`src/rtl/core/orp_pkg.sv`:
```
// orp_pkg: types, constants and field arithmetic for the odometry record parser
// used by every module of the parser but orp_in_stage; depends on nothing
package orp_pkg;

	localparam int VALUE_WIDTH = 32;
	localparam int COUNT_W = 32;
	localparam int MAG_W = VALUE_WIDTH;
	localparam int PROD_W = VALUE_WIDTH + 4;
	localparam int CALC_W = VALUE_WIDTH + COUNT_W + 1;

	localparam logic [MAG_W-1:0] MAG_LIM = {1'b1, {(MAG_W-1){1'b0}}};
	localparam logic [MAG_W-1:0] MAG_MAX = MAG_LIM - MAG_W'(1);

	localparam logic [7:0] CH_S = 8'd115;
	localparam logic [7:0] CH_G = 8'd103;
	localparam logic [7:0] CH_E = 8'd101;
	localparam logic [7:0] CH_COMMA = 8'd44;
	localparam logic [7:0] CH_NL = 8'd10;
	localparam logic [7:0] CH_MINUS = 8'd45;
	localparam logic [7:0] CH_ZERO = 8'd48;
	localparam logic [7:0] CH_NINE = 8'd57;
	localparam logic [23:0] HDR_PREFIX = {CH_S, CH_G, CH_E};

	typedef enum logic [1:0] {
		PH_HUNT  = 2'd0,
		PH_SKIP  = 2'd1,
		PH_LEFT  = 2'd2,
		PH_RIGHT = 2'd3
	} phase_t;

	typedef enum logic [1:0] {
		ST_OK    = 2'd0,
		ST_EMPTY = 2'd1,
		ST_SAT   = 2'd2
	} status_t;

	typedef struct packed {
		logic [MAG_W-1:0] mag;
		logic             neg;
		logic             digit;
		logic             done;
		logic             sat;
	} field_t;

	typedef struct packed {
		logic signed [COUNT_W-1:0] value;
		status_t                   status;
	} close_t;

	typedef struct packed {
		logic                      emit;
		logic signed [COUNT_W-1:0] left_count;
		logic signed [COUNT_W-1:0] right_count;
		status_t                   status;
	} result_t;

	localparam field_t FIELD_CLEAR = '{mag: '0, neg: 1'b0, digit: 1'b0, done: 1'b0, sat: 1'b0};

	function automatic field_t field_byte(field_t f, logic [7:0] b);
		field_t            r;
		logic [PROD_W-1:0] ext;
		logic [PROD_W-1:0] t;
		r = f;
		ext = PROD_W'(f.mag);
		t = (ext << 3) + (ext << 1) + PROD_W'(b - CH_ZERO);
		if (!f.done) begin
			if (b >= CH_ZERO && b <= CH_NINE) begin
				r.digit = 1'b1;
				if (t > PROD_W'(MAG_LIM)) begin
					r.mag = MAG_LIM;
					r.sat = 1'b1;
				end else begin
					r.mag = t[MAG_W-1:0];
				end
			end else if (b == CH_MINUS && !f.neg && !f.digit) begin
				r.neg = 1'b1;
			end else begin
				r.done = 1'b1;
			end
		end
		return r;
	endfunction

	function automatic close_t field_close(field_t f);
		close_t            r;
		logic [MAG_W-1:0]  m;
		logic              sat;
		logic [CALC_W-1:0] wide;
		m = f.mag;
		sat = f.sat;
		wide = '0;
		r.status = ST_OK;
		if (!f.digit) begin
			r.status = ST_EMPTY;
		end else if (f.neg) begin
			wide = -CALC_W'(m);
			if (sat) r.status = ST_SAT;
		end else begin
			if (m > MAG_MAX) begin
				m = MAG_MAX;
				sat = 1'b1;
			end
			wide = CALC_W'(m);
			if (sat) r.status = ST_SAT;
		end
		r.value = wide[COUNT_W-1:0];
		return r;
	endfunction

endpackage

```
`src/rtl/core/orp_if.sv`:
```
// orp_byte_if and orp_rec_if: valid/ready channels of the odometry record parser
// depends on orp_pkg for the count width
interface orp_byte_if;
	logic       valid;
	logic       ready;
	logic [7:0] rx_byte;

	modport source (output valid, output rx_byte, input ready);
	modport sink (input valid, input rx_byte, output ready);
endinterface

interface orp_rec_if;
	logic                               valid;
	logic                               ready;
	logic signed [orp_pkg::COUNT_W-1:0] left_count;
	logic signed [orp_pkg::COUNT_W-1:0] right_count;
	logic [1:0]                         record_status;

	modport source (output valid, output left_count, output right_count,
		output record_status, input ready);
	modport sink (input valid, input left_count, input right_count,
		input record_status, output ready);
endinterface

```
`src/rtl/core/orp_in_stage.sv`:
```
// orp_in_stage: input register holding one received byte until the parser takes it
// depends on orp_byte_if
module orp_in_stage (
	input  logic             clk,
	input  logic             arst_n,
	orp_byte_if.sink         rx,
	input  logic             advance,
	output logic             valid_s1,
	output logic [7:0]       byte_s1
);
	assign rx.ready = !valid_s1 || advance;

	always_ff @(posedge clk or negedge arst_n) begin
		if (!arst_n) begin
			valid_s1 <= 1'b0;
		end else if (rx.ready) begin
			valid_s1 <= rx.valid;
		end
	end

	always_ff @(posedge clk) begin
		if (rx.ready && rx.valid) begin
			byte_s1 <= rx.rx_byte;
		end
	end
endmodule

```
`src/rtl/core/orp_parser.sv`:
```
// orp_parser: header hunt, field accumulation and record close, one byte per step
// depends on orp_pkg for phases, field arithmetic and the result struct
module orp_parser (
	input  logic             clk,
	input  logic             arst_n,
	input  logic             step,
	input  logic [7:0]       byte_s1,
	output orp_pkg::result_t res
);
	import orp_pkg::*;

	phase_t                    phase_q, phase_d;
	logic [23:0]               window_q, window_d;
	field_t                    field_q, field_d;
	logic signed [COUNT_W-1:0] left_q, left_d;
	status_t                   err_q, err_d;
	close_t                    closed;

	always_ff @(posedge clk or negedge arst_n) begin
		if (!arst_n) begin
			phase_q  <= PH_HUNT;
			window_q <= '0;
			field_q  <= FIELD_CLEAR;
			left_q   <= '0;
			err_q    <= ST_OK;
		end else if (step) begin
			phase_q  <= phase_d;
			window_q <= window_d;
			field_q  <= field_d;
			left_q   <= left_d;
			err_q    <= err_d;
		end
	end

	always_comb begin
		phase_d = phase_q;
		window_d = window_q;
		field_d = field_q;
		left_d = left_q;
		err_d = err_q;
		closed = field_close(field_q);
		res.emit = 1'b0;
		res.left_count = left_q;
		res.right_count = closed.value;
		if (err_q == ST_EMPTY || closed.status == ST_EMPTY) begin
			res.status = ST_EMPTY;
		end else if (err_q == ST_SAT || closed.status == ST_SAT) begin
			res.status = ST_SAT;
		end else begin
			res.status = ST_OK;
		end
		case (phase_q)
			PH_HUNT: begin
				if (window_q == HDR_PREFIX && byte_s1 == CH_G) begin
					window_d = '0;
					phase_d = PH_SKIP;
				end else begin
					window_d = {window_q[15:0], byte_s1};
				end
			end
			PH_SKIP: begin
				field_d = FIELD_CLEAR;
				err_d = ST_OK;
				phase_d = PH_LEFT;
			end
			PH_LEFT: begin
				if (byte_s1 == CH_COMMA) begin
					left_d = closed.value;
					err_d = closed.status;
					field_d = FIELD_CLEAR;
					phase_d = PH_RIGHT;
				end else begin
					field_d = field_byte(field_q, byte_s1);
				end
			end
			PH_RIGHT: begin
				if (byte_s1 == CH_NL) begin
					res.emit = 1'b1;
					field_d = FIELD_CLEAR;
					left_d = '0;
					err_d = ST_OK;
					window_d = '0;
					phase_d = PH_HUNT;
				end else begin
					field_d = field_byte(field_q, byte_s1);
				end
			end
			default: begin
				phase_d = PH_HUNT;
			end
		endcase
	end

	a_idle_field_clear: assert property (@(posedge clk) disable iff (!arst_n)
		(phase_q == PH_HUNT || phase_q == PH_SKIP) |-> (field_q == FIELD_CLEAR))
		else $error("field state not clear outside a record");

	a_mag_bounded: assert property (@(posedge clk) disable iff (!arst_n)
		field_q.mag <= MAG_LIM)
		else $error("magnitude above range limit");

	a_window_idle: assert property (@(posedge clk) disable iff (!arst_n)
		phase_q != PH_HUNT |-> window_q == '0)
		else $error("header window not empty inside a record");

	a_newline_ends: assert property (@(posedge clk) disable iff (!arst_n)
		(step && phase_q == PH_RIGHT && byte_s1 == CH_NL) |=> phase_q == PH_HUNT)
		else $error("record did not end at newline");

	a_emit_right_only: assert property (@(posedge clk) disable iff (!arst_n)
		res.emit |-> phase_q == PH_RIGHT)
		else $error("result outside the right field");
endmodule

```
`src/rtl/core/orp_out_stage.sv`:
```
// orp_out_stage: result register holding one finished record until its transfer
// depends on orp_pkg for the result struct and on orp_rec_if
module orp_out_stage (
	input  logic             clk,
	input  logic             arst_n,
	input  logic             load,
	input  orp_pkg::result_t res,
	output logic             free,
	orp_rec_if.source        rec
);
	import orp_pkg::*;

	logic                      valid_q;
	logic signed [COUNT_W-1:0] left_q;
	logic signed [COUNT_W-1:0] right_q;
	status_t                   status_q;

	assign free = !valid_q || rec.ready;
	assign rec.valid = valid_q;
	assign rec.left_count = left_q;
	assign rec.right_count = right_q;
	assign rec.record_status = status_q;

	always_ff @(posedge clk or negedge arst_n) begin
		if (!arst_n) begin
			valid_q <= 1'b0;
		end else if (load) begin
			valid_q <= 1'b1;
		end else if (rec.ready) begin
			valid_q <= 1'b0;
		end
	end

	always_ff @(posedge clk) begin
		if (load) begin
			left_q   <= res.left_count;
			right_q  <= res.right_count;
			status_q <= res.status;
		end
	end

	a_load_when_free: assert property (@(posedge clk) disable iff (!arst_n)
		load |-> free)
		else $error("result register overwritten before transfer");

	a_load_shows: assert property (@(posedge clk) disable iff (!arst_n)
		load |=> valid_q)
		else $error("loaded result not shown");

	a_status_legal: assert property (@(posedge clk) disable iff (!arst_n)
		valid_q |-> (status_q == ST_OK || status_q == ST_EMPTY || status_q == ST_SAT))
		else $error("illegal record status");
endmodule

```
`src/rtl/core/odometry_record_parser.sv`:
```
// odometry_record_parser: top level, input register, parser and result register
// depends on orp_pkg, orp_if, orp_in_stage, orp_parser, orp_out_stage
//
//  channel  dir  payload                                    transfer
//  rx       in   rx_byte[7:0]                               valid && ready
//  rec      out  left_count[31:0] right_count[31:0]         valid && ready
//                record_status[1:0]
//
// one byte per cycle unless a record waits on a stalled rec; a record is closed by
// the parser from its newline in the input register and shown via the result register
// arst_n clears the phase to header hunt and empties both registers
// a stalled rec holds only bytes that would close a record; other bytes keep
// flowing while a result waits
module odometry_record_parser (
	input  logic       clk,
	input  logic       arst_n,
	orp_byte_if.sink   rx,
	orp_rec_if.source  rec
);
	import orp_pkg::*;

	logic       valid_s1;
	logic [7:0] byte_s1;
	logic       advance;
	logic       free;
	result_t    res;

	assign advance = valid_s1 && (!res.emit || free);

	orp_in_stage u_in (
		.clk      (clk),
		.arst_n   (arst_n),
		.rx       (rx),
		.advance  (advance),
		.valid_s1 (valid_s1),
		.byte_s1  (byte_s1)
	);

	orp_parser u_parser (
		.clk     (clk),
		.arst_n  (arst_n),
		.step    (advance),
		.byte_s1 (byte_s1),
		.res     (res)
	);

	orp_out_stage u_out (
		.clk    (clk),
		.arst_n (arst_n),
		.load   (advance && res.emit),
		.res    (res),
		.free   (free),
		.rec    (rec)
	);
endmodule
```
`src/flat_wrapper.sv`:
```
// flat-port wrapper written by rule: the top's interface ports become plain ports
module odometry_record_parser_flat import orp_pkg::*;
  (clk, arst_n, rx_valid, rx_rx_byte, rx_ready, rec_valid, rec_left_count, rec_right_count, rec_record_status, rec_ready);
  orp_byte_if rx_i ();
  orp_rec_if rec_i ();
  input  logic clk;
  input  logic arst_n;
  input wire logic [$bits(rx_i.valid)-1:0] rx_valid;
  input wire logic [$bits(rx_i.rx_byte)-1:0] rx_rx_byte;
  output wire logic [$bits(rx_i.ready)-1:0] rx_ready;
  output wire logic [$bits(rec_i.valid)-1:0] rec_valid;
  output wire logic [$bits(rec_i.left_count)-1:0] rec_left_count;
  output wire logic [$bits(rec_i.right_count)-1:0] rec_right_count;
  output wire logic [$bits(rec_i.record_status)-1:0] rec_record_status;
  input wire logic [$bits(rec_i.ready)-1:0] rec_ready;
  assign rx_i.valid = rx_valid;
  assign rx_i.rx_byte = rx_rx_byte;
  assign rx_ready = rx_i.ready;
  assign rec_valid = rec_i.valid;
  assign rec_left_count = rec_i.left_count;
  assign rec_right_count = rec_i.right_count;
  assign rec_record_status = rec_i.record_status;
  assign rec_i.ready = rec_ready;
  odometry_record_parser u_core (.clk(clk), .arst_n(arst_n), .rx(rx_i), .rec(rec_i));
endmodule
```
`config.mk`:
```
export PLATFORM = sky130hd
export DESIGN_NAME = odometry_record_parser_flat
export DESIGN_NICKNAME = d
export VERILOG_FILES = /design/src/rtl/core/orp_pkg.sv /design/src/rtl/core/orp_if.sv /design/src/rtl/core/orp_in_stage.sv /design/src/rtl/core/orp_parser.sv /design/src/rtl/core/orp_out_stage.sv /design/src/rtl/core/odometry_record_parser.sv /design/src/flat_wrapper.sv
export SDC_FILE = /design/constraint.sdc
export NUM_CORES = 1
export LEC_CHECK = 0
export BUFFER_PORTS_ARGS = -buffer_cell sky130_fd_sc_hd__buf_4
export CAP_MARGIN = 40
export CORE_AREA = 2 2 148 135
export CTS_BUF_LIST = sky130_fd_sc_hd__clkbuf_8
export CTS_CLUSTER_DIAMETER = 50
export DETAILED_ROUTE_END_ITERATION = 12
export DIE_AREA = 0 0 150 137
export PLACE_DENSITY = 0.78
export SETUP_SLACK_MARGIN = 0.15
export SLEW_MARGIN = 15
export SYNTH_ARGS = -nofsm -noshare
export SYNTH_HDL_FRONTEND = slang
export SYNTH_HIERARCHICAL = 1
export SYNTH_SLANG_ARGS = --single-unit
```
`constraint.sdc`:
```
create_clock -name clk -period 6.7 [get_ports clk]
set_input_delay 2.01 -clock clk [delete_from_list [all_inputs] [get_ports clk]]
set_output_delay 2.01 -clock clk [all_outputs]
set_load 0.02 [all_outputs]
```
==> results.yml, run 1 <==
cells_and_area:
  seq_area_um2: 4670
  fillCellCount: 1506
  antenna_cells: 0
  layoutNonFillerInstCount: 1332
  nets: 1158
  drive_gt1_share_pct: 17.3
  multiInputGateArea_um2: 5650
  syn2layout_area_growth_pct: 11.7
worst_setup_path:
  r2r-end: "u_core/u_parser/field_q[14]$_DFFE_PN0P_"
  worstSetupStartpointType: "flop"
  critPathRequiredTime_ns: 7.01
  cp-endpoint: "u_core/u_parser/field_q[14]$_DFFE_PN0P_"
  setup.worst_path.start: "u_core/u_in/byte_s1[5]$_DFFE_PP_"
  rr_worst_depth: 13
  critPathMaxFanout: 27
  arrival_ns: 5.87
  worstSetupPathType: "flop to flop"
  r2r-start: "u_core/u_in/byte_s1[5]$_DFFE_PP_"
  rrSetupSlack_ns: 1.14
  cp-end-kind: "flop"
flow_run:
  max-cap-violations: 0
pwr:
  p_total_uw: 2740
  power_density_nw_per_um2: 230
  cellLeakagePower_uw: 0.00509
  ir_drop_uv: 136
sta:
  relSlewSlack_pct: 42.6
  tns_ns: 0
  setup_violations: 0
  clock_skew_ns: 0.0156
  timing.fmax_mhz: 180
  hold_violations: 0
  slew_violations: 0
  period_minus_slack_ns: 5.56
  setup_ws_ns: 1.14
  hold_slack_ns: 0.452
  tightest_slew_ns: 0.858
  period_share_pct: 83.0
  rsz0062_at_grt: "no"
clock_tree:
  post_cts_resized: 0
  post_cts_buffers: 0
  cts_buffers: 17
  insertion_delay_ns: 0.47
  cts_num_sinks: 172
  cts_tree: "yes"
  cts_max_path_buffers: 2
  cts_root_buffer: "clkbuf_8"
  clkTransAtPathRegs_ns: 0.10
  cts_max_level: 4
  holdBufCountCts: 0
placement:
  numPortBuffers: 79
  placed_cells: 1299
  dp_slack_ns: 1.29
  dpl.hpwl_mm: 19.5
  globalplace.congestion: 0.981
synthesis:
  synthDistinctLibCells: 91
  synthFlopType: "dfrtp_1"
  seq_area_frac_synth_pct: 43.9
  synth_enable_flop_cells: 74
  yosys_warnings: 6
  synth_nets: 1099
  ys_ff_latch: 172
  async_flop_share_pct: 57.0
  synth_area_um2: 10600
  synth_cells: 1010
  avgSynthCellArea_um2: 10.5
detailed_routing:
  drc_errors: 0
  drt_pass1_iterations: 7
  num_vias: 8559
  totalWireLength_mm: 26.3
  drt_iter0_markers: 791
  post_drt_wl_per_cell_um: 19.8
  ant_nets: 0
  drt-vias-per-instance: 6.43
run_status:
  status: "finished clean"
die:
  dieArea_um2: 20600
  boundaryPins: 80
  rows: 48
  die_w_um: 150
  core_region_area_um2: 19000
  die_h_um: 137
  initial_core_util_pct: 56.1
global_routing:
  grt_max_degree: 68
  grt_usage_pct: 26.5
  first_global_vias: 7868
  antenna_found_initial: 0
  gr-total-overflow: 0
  grt_pass1_wl_mm: 42.3
worst_hold_path:
  worstHoldPathType: "flop to flop"
==> logic make-up after synthesis <==
| group | share of synthesized area [%] |
|---|---|
| AOI/OAI and AO/OA | 22.7 |
| xor gates and xnor gates | 2.14 |
| adders and majority gates | 11.2 |
| buffers and inverters | 3.27 |
| DFF | 43.9 |
| muxes | 0.587 |
| and+or+nand+nor | 16.2 |
==> cells in the final DEF (no fill, tap or decap), drive strengths merged, types with 8 or more instances in the layout <==
cell type and count:
nand2b 11, clkbuf 17, and2 11, nand3 27, a21o 12, ha 46
buf 93, o21ai 52, or4 9, nor4 10, xor2 12, fa 31
and3 8, inv 36, o21a 12, nand2 112, o31ai 33, a22o 48
nor3 27, nor2 61, a21oi 48, o211ai 12, a311oi 11, o31a 9
xnor2 14, or3 11, a211oi 31, nand4 20, edfxtp 74, dfrtp 98
==> Yosys cell counts, drive strengths merged, types with 4 or more instances <==
| master | number | share of area (%) |
|---|---|---|
| edfxtp | 74 | 21 |
| ha | 46 | 5.4 |
| and2 | 11 | 0.69 |
| o31ai | 33 | 3.2 |
| nor2 | 61 | 2.2 |
| and4 | 7 | 0.60 |
| nand4 | 20 | 1.2 |
| a22o | 48 | 3.9 |
| or3 | 11 | 0.69 |
| nor4b | 5 | 0.61 |
| dfrtp | 98 | 23 |
| a21oi | 48 | 2.4 |
| buf | 15 | 0.90 |
| o31a | 9 | 0.74 |
| xor2 | 12 | 0.99 |
| or4 | 9 | 0.63 |
| xnor2 | 14 | 1.2 |
| clkbuf | 38 | 1.3 |
| o21a | 12 | 0.85 |
| nand2b | 11 | 0.81 |
| inv | 29 | 1.0 |
| o21ai | 52 | 2.4 |
| fa | 31 | 5.8 |
| nor3 | 27 | 1.3 |
| o211ai | 12 | 0.99 |
| o41ai | 4 | 0.33 |
| a211oi | 31 | 2.2 |
| nand2 | 112 | 4.0 |
| and3 | 8 | 0.48 |
| nand3 | 27 | 1.3 |
| a311oi | 11 | 0.96 |
| nor4 | 10 | 0.59 |
| mux2i | 4 | 0.38 |
| or2 | 5 | 0.29 |
| a32oi | 4 | 0.40 |
| a21o | 12 | 0.86 |
==> sequential cells by signal, indices dropped and copies added (netlist names) <==
register and count:
u_core/u_parser/field_q 36, u_core/u_out/rec.left_count 32, u_core/u_out/rec.right_count 32, u_core/u_parser/left_q 32, u_core/u_parser/window_q 24, u_core/u_in/byte_s1 8, u_core/u_out/rec.record_status 2, u_core/u_parser/err_q 2
u_core/u_parser/phase_q 2, u_core/u_in/valid_s1 1, u_core/u_out/rec.valid 1
==> how the worst min path moves through the flow <==
stage / start / end / slack (ns) / cells after the start
after floorplan: u_core/u_parser/left_q[0]$_DFFE_PN0P_ / u_core/u_out/rec.left_count[0]$_DFFE_PP_ / 0.43 / 0
after global placement: u_core/u_parser/left_q[17]$_DFFE_PN0P_ / u_core/u_out/rec.left_count[17]$_DFFE_PP_ / 0.44 / 0
after detailed placement: u_core/u_parser/left_q[29]$_DFFE_PN0P_ / u_core/u_out/rec.left_count[29]$_DFFE_PP_ / 0.44 / 0
after CTS: u_core/u_parser/left_q[29]$_DFFE_PN0P_ / u_core/u_out/rec.left_count[29]$_DFFE_PP_ / 0.45 / 0
after global routing: u_core/u_parser/left_q[29]$_DFFE_PN0P_ / u_core/u_out/rec.left_count[29]$_DFFE_PP_ / 0.46 / 0
final: u_core/u_parser/left_q[29]$_DFFE_PN0P_ / u_core/u_out/rec.left_count[29]$_DFFE_PP_ / 0.45 / 0
==> final cells by class <==
class                   instances  share of cell area (%)
multi-input cells             756                    47.5
flip-flops and latches        172                    39.3
repair buffers                 93                    6.16
well taps                     250                    2.63
clock buffers                  17                    1.97
clock inverters                15                    1.57
inverters                      29                   0.915
==> routing by layer <==
layer | GRT usage (%) | routed length, µm | share of wire [%]
met1 | 39.7 | 12000 | 45
met2 | 39.8 | 11800 | 45
met3 | 4.93 | 2160 | 8.2
met4 | 7.02 | 364 | 1.4
met5 | 0 | 0 | 0
==> worst max-delay path, stage by stage (launching register included) <==
cell and delay, ns:
edfxtp_1 0.51, ha_1 0.31, nor3_4 0.12, buf_4 0.40
fa_1 0.51, ha_1 0.52, and4_2 0.33, nand2_1 0.08
o32ai_1 0.67, o21ai_0 0.39, a32o_1 0.35, o31a_1 0.30
o211ai_2 0.72, o31ai_1 0.16
==> report_power, final <==
part / internal [µW] / switching (µW) / leakage [µW]
Sequential: 1180 / 88.4 / 0.00207
Combinational: 255 / 457 / 0.00281
Clock: 376 / 383 / 0.000216
==> stage by stage <==
stage,area [µm²],util [%]
2_1_floorplan,10700,-
3_3_place_gp,11400,60.1
3_5_place_dp,11500,60.4
4_1_cts,11900,62.6
5_1_grt,11900,62.7
6_report,11900,62.7
Power figures use the tool's default switching activity.
==> inputs of run 2 (changes only) <==
Settings changed: CORE_AREA 2 2 148 135 to 2 2 141 129, DIE_AREA 0 0 150 137 to 0 0 143 131, PLACE_DENSITY 0.78 to 0.82.
Clock period 6.7 ns to 5.7 ns, I/O delays scaled along.
==> run 2 against run 1 <==
Critical path depth up 2; fmax increased by 5.2%; via count fell by 0.40%; non-clock buffer count grew 6; worst setup slack got worse by 0.73 ns; clock skew rose by 0.0060 ns; final cell count fell by 0.30%; die area is 8.8% lower; clock power up 11%; hold slack improved by 0.0097 ns; largest power group unchanged; highest routed layer unchanged.
==> results.yml, run 2 (synthesized netlist as in run 1, its figures left out) <==
cells_and_area:
  drive_gt1_share_pct: 17.9
  final_common_cell: "nand2_1"
  antenna_cells: 0
  final_cell_mix: "nand2_1, dfrtp_1, buf_4"
  final_area_um2: 12000
  syn2layout_area_growth_pct: 12.3
  nets: 1164
  largest_register_ffs: 36
  regMostFlops: "u_core/u_parser/field_q"
sta:
  hold_violations: 0
  setup_violations: 0
  tightest_slew_ns: 0.796
  slew_violations: 0
  rsz0062_at_grt: "no"
  clock_skew_ns: 0.0216
  tns_ns: 0
  timing.fmax_mhz: 189
  relSlewSlack_pct: 46.9
  period_minus_slack_ns: 5.29
  period_share_pct: 92.7
placement:
  dpl.hpwl_mm: 19.6
  dpl_cell_area_um2: 11500
  globalplace.congestion: 0.958
  numPortBuffers: 79
clock_tree:
  clkTransAtPathRegs_ns: 0.11
  cts_root_buffer: "clkbuf_8"
  post_cts_buffers: 0
  cts_num_sinks: 172
  holdBufCountCts: 0
  post_cts_resized: 0
  cts_tree: "yes"
  cts_max_path_buffers: 2
  cts_max_level: 4
  cts_buffers: 17
  insertion_delay_ns: 0.47
worst_setup_path:
  critPathMaxFanout: 27
  arrival_ns: 5.65
  critPathRequiredTime_ns: 6.07
  worstSetupPathType: "flop to flop"
  cp-end-kind: "flop"
  worstSetupStartpointType: "flop"
  rr_worst_depth: 15
global_routing:
  grt_util_met1_pct: 42.8
  gr-total-overflow: 0
  grt_use_met2_pct: 44.0
  grt_usage_pct: 28.8
  first_global_vias: 7938
  antenna_found_initial: 0
  grt_pass1_wl_mm: 42.0
  grtUsageMet3_pct: 5.03
  grt_max_degree: 61
  grt-busiest-layer: "met2"
die:
  die_h_um: 131
  boundaryPins: 80
  die_w_um: 143
  initial_core_util_pct: 61.5
  core_region_area_um2: 17300
  dieArea_um2: 18700
  rows: 46
detailed_routing:
  drt_pass1_iterations: 7
  num_vias: 8525
  post_drt_wl_per_cell_um: 19.5
  totalWireLength_mm: 25.9
  ant_nets: 0
  drt_iter0_markers: 857
  drt-vias-per-instance: 6.42
  drc_errors: 0
worst_hold_path:
  holdPathStages: 0
  worstHoldPathType: "flop to flop"
pwr:
  power_density_nw_per_um2: 265
  ir_drop_uv: 177
  cellLeakagePower_uw: 0.00511
run_status:
  status: "finished clean"
flow_run:
  max-cap-violations: 0
[run 2: cell count changes in the layout (fill, tap and decap cells not counted), sizes merged]
cell      change
buf           +6
inv           -1
clkinvlp      +2
clkinv        +2
bufinv        -3
[run 2: layout make-up]
class | count | area [µm²]
inverters | 29 | 109
clock inverters | 15 | 173
clock buffers | 17 | 234
flip-flops and latches | 172 | 4670
multi-input cells | 756 | 5670
well taps | 240 | 300
fillers | 1289 | 5370
repair buffers | 99 | 798
[run 2: worst max-delay path, stage by stage, from the launching register on]
cell	delay, ns
edfxtp_1	0.50
ha_1	0.30
nor3_4	0.13
buf_6	0.31
fa_1	0.51
ha_1	0.43
a21oi_1	0.32
o21a_1	0.19
o21ai_1	0.12
or4_1	0.59
a2111oi_2	0.31
nand4_1	0.15
nor4b_2	0.39
a41oi_4	0.36
buf_16	0.28
o31ai_1	0.28
[run 2: layer usage]
layer  wire length [µm]  up-vias
met3               1860       42
li1                   -     3988
met5                  0        -
met4                452        0
met1              11900     4134
met2              11700      361
[run 2: report_power, final]
part / leakage, µW / internal [µW] / switching [µW]
clock network: 0.000195 / 333 / 513
registers: 0.00207 / 1390 / 103
logic: 0.00284 / 292 / 537
total: 0.00511 / 2010 / 1150
[run 2: path summary, 6_finish.rpt]
kind | slack, ns | from | to
worst min-delay path | 0.46 | u_core/u_parser/left_q[19]$_DFFE_PN0P_ | u_core/u_out/rec.left_count[19]$_DFFE_PP_
worst max register to register | 0.41 | u_core/u_in/byte_s1[5]$_DFFE_PP_ | u_core/u_parser/field_q[7]$_DFFE_PN0P_
max in group asynchronous | 3.42 | arst_n | u_core/u_parser/left_q[18]$_DFFE_PN0P_
worst max-delay path | 0.41 | u_core/u_in/byte_s1[5]$_DFFE_PP_ | u_core/u_parser/field_q[7]$_DFFE_PN0P_
worst min register to register | 0.46 | u_core/u_parser/left_q[19]$_DFFE_PN0P_ | u_core/u_out/rec.left_count[19]$_DFFE_PP_
min in group asynchronous | 1.28 | arst_n | u_core/u_parser/window_q[1]$_DFFE_PN0P_
[run 2: stage by stage]
step           util [%]  instances  total power (µW)  hold WS (ns)  worst slack (ns)
3_3_place_gp       66.0       1290              2280         0.434             0.411
5_1_grt            69.0       1328              3330         0.466             0.219
2_1_floorplan         -       1010              2100         0.425             0.663
3_5_place_dp       66.5       1296              2330         0.438             0.472
6_report           69.0       1328              3170         0.461             0.414
4_1_cts            68.9       1328              3170         0.462             0.398
==> inputs of run 3 (changes only) <==
Settings changed: PLACE_DENSITY 0.82 to default, PLACE_DENSITY_LB_ADDON from default to 0.25.
==> run 3 against run 2 <==
Worst setup slack gained 0.080 ns; largest power group unchanged; cell area grew 0.25%; utilization grew 0.17 points; sequential power is essentially flat.
==> results.yml, run 3 (synthesized netlist as in run 1, its figures left out) <==
pwr:
  cellLeakagePower_uw: 0.00513
  p_total_uw: 3200
  ir_drop_uv: 188
  power_density_nw_per_um2: 267
worst_setup_path:
  rr_worst_depth: 16
  cp-endpoint: "u_core/u_parser/field_q[14]$_DFFE_PN0P_"
  worstSetupPathType: "flop to flop"
  critPathMaxFanout: 19
  arrival_ns: 5.58
  cp-end-kind: "flop"
  worstSetupStartpointType: "flop"
  r2r-end: "u_core/u_parser/field_q[14]$_DFFE_PN0P_"
  r2r-start: "u_core/u_in/byte_s1[5]$_DFFE_PP_"
  rrSetupSlack_ns: 0.49
  setup.worst_path.start: "u_core/u_in/byte_s1[5]$_DFFE_PP_"
  critPathRequiredTime_ns: 6.07
clock_tree:
  post_cts_buffers: 0
  cts_root_buffer: "clkbuf_8"
  cts_tree: "yes"
  cts_buffers: 17
  insertion_delay_ns: 0.47
  cts_num_sinks: 172
  cts_max_level: 4
  clkTransAtPathRegs_ns: 0.10
  cts_max_path_buffers: 2
die:
  die_w_um: 143
  die_h_um: 131
  core_region_area_um2: 17300
  rows: 46
  initial_core_util_pct: 61.5
  dieArea_um2: 18700
  boundaryPins: 80
cells_and_area:
  fillCellCount: 1266
  final_common_cell: "nand2_1"
  final_cell_mix: "nand2_1, dfrtp_1, buf_4"
  nets: 1165
  layoutNonFillerInstCount: 1329
  largest_register_ffs: 36
  syn2layout_area_growth_pct: 12.5
  regMostFlops: "u_core/u_parser/field_q"
  drive_gt1_share_pct: 17.9
  antenna_cells: 0
placement:
  globalplace.congestion: 0.972
  numPortBuffers: 79
  dpl.hpwl_mm: 19.2
  placed_cells: 1297
detailed_routing:
  num_vias: 8610
  drc_errors: 0
  drt-vias-per-instance: 6.48
  totalWireLength_mm: 25.7
  ant_nets: 0
  drt_iter0_markers: 978
  post_drt_wl_per_cell_um: 19.4
  drt_pass1_iterations: 6
flow_run:
  max-cap-violations: 0
sta:
  relSlewSlack_pct: 42.5
  slew_violations: 0
  timing.fmax_mhz: 192
  period_share_pct: 91.3
  period_minus_slack_ns: 5.21
  tightest_slew_ns: 0.857
  setup_violations: 0
  hold_violations: 0
  tns_ns: 0
  rsz0062_at_grt: "no"
  clock_skew_ns: 0.0206
global_routing:
  grt_pass1_wl_mm: 41.4
  antenna_found_initial: 0
  gr-total-overflow: 0
  grt_max_degree: 60
  grt_usage_pct: 28.2
  first_global_vias: 7870
worst_hold_path:
  worstHoldPathType: "flop to flop"
run_status:
  status: "finished clean"
run 3: cell types whose count changed in the layout (fill, tap and decap cells not counted), moves of 2 or more:
cell	previous run	this run
clkinvlp_4	3	1
buf_6	2	0
inv_8	6	3
buf_16	1	3
inv_6	0	2
buf_4	93	96
clkinv_8	4	8
run 3: final cells by class:
cell class / instances / area (µm²) / share of cell area (%)
Inverter: 29 / 109 / 0.908
Tap cell: 240 / 300 / 2.51
Multi-Input combinational cell: 756 / 5650 / 47.2
Timing Repair Buffer: 100 / 818 / 6.83
Clock buffer: 17 / 234 / 1.95
Clock inverter: 15 / 198 / 1.65
Sequential cell: 172 / 4670 / 39.0
run 3: power by group:
group / internal [µW] / switching [µW] / total, µW
Sequential: 1390 / 102 / 1490
Combinational: 296 / 537 / 833
Clock: 341 / 534 / 874
Total: 2020 / 1170 / 3200
run 3: what timing repair did:
item / 4_1_cts / 5_1_grt
setup endpoints to repair: 0 / 3
endpoints found under the hold margin: 0 / 0
gates resized for setup: 0 / 1
hold buffers: 0 / 0
run 3: stage by stage:
stage / hold WS [ns] / utilization [%] / cell area [µm²] / setup WS, ns
floorplan: 0.425 / - / 10700 / 0.663
global placement: 0.435 / 66.1 / 11400 / 0.553
detailed placement: 0.439 / 66.6 / 11500 / 0.563
CTS: 0.464 / 69.1 / 12000 / 0.514
global route: 0.465 / 69.2 / 12000 / 0.237
finish: 0.460 / 69.2 / 12000 / 0.494
run 3: critical path: stages (launching register included):
cell and delay [ns]:
edfxtp_1 0.51, ha_1 0.31, nor3_4 0.12, buf_4 0.30, buf_4 0.28, fa_1 0.45
ha_1 0.45, a21o_1 0.26, or2_0 0.21, o22ai_2 0.18, nand2_2 0.09, or3_4 0.39
a2111o_1 0.46, nor4b_4 0.27, a41oi_4 0.29, buf_16 0.27, o31ai_1 0.25
run 3: worst min-delay path by stage:
stage / startpoint / endpoint / slack [ns] / cells after the start
CTS: u_core/u_parser/left_q[23]$_DFFE_PN0P_ / u_core/u_out/rec.left_count[23]$_DFFE_PP_ / 0.46 / 0
detailed placement: u_core/u_parser/left_q[23]$_DFFE_PN0P_ / u_core/u_out/rec.left_count[23]$_DFFE_PP_ / 0.44 / 0
global route: u_core/u_parser/left_q[30]$_DFFE_PN0P_ / u_core/u_out/rec.left_count[30]$_DFFE_PP_ / 0.47 / 0
floorplan: u_core/u_parser/left_q[0]$_DFFE_PN0P_ / u_core/u_out/rec.left_count[0]$_DFFE_PP_ / 0.43 / 0
finish: u_core/u_parser/left_q[6]$_DFFE_PN0P_ / u_core/u_out/rec.left_count[6]$_DFFE_PP_ / 0.46 / 0
global placement: u_core/u_parser/left_q[29]$_DFFE_PN0P_ / u_core/u_out/rec.left_count[29]$_DFFE_PP_ / 0.43 / 0
run 3: routing by layer:
metal  vias up  wire (µm)  GRT usage, %
met2       436      11600          43.5
li1       3977          -             -
met3        36       2170          4.48
met5         -          0             0
met4         0        392          6.87
met1      4161      11500          42.4
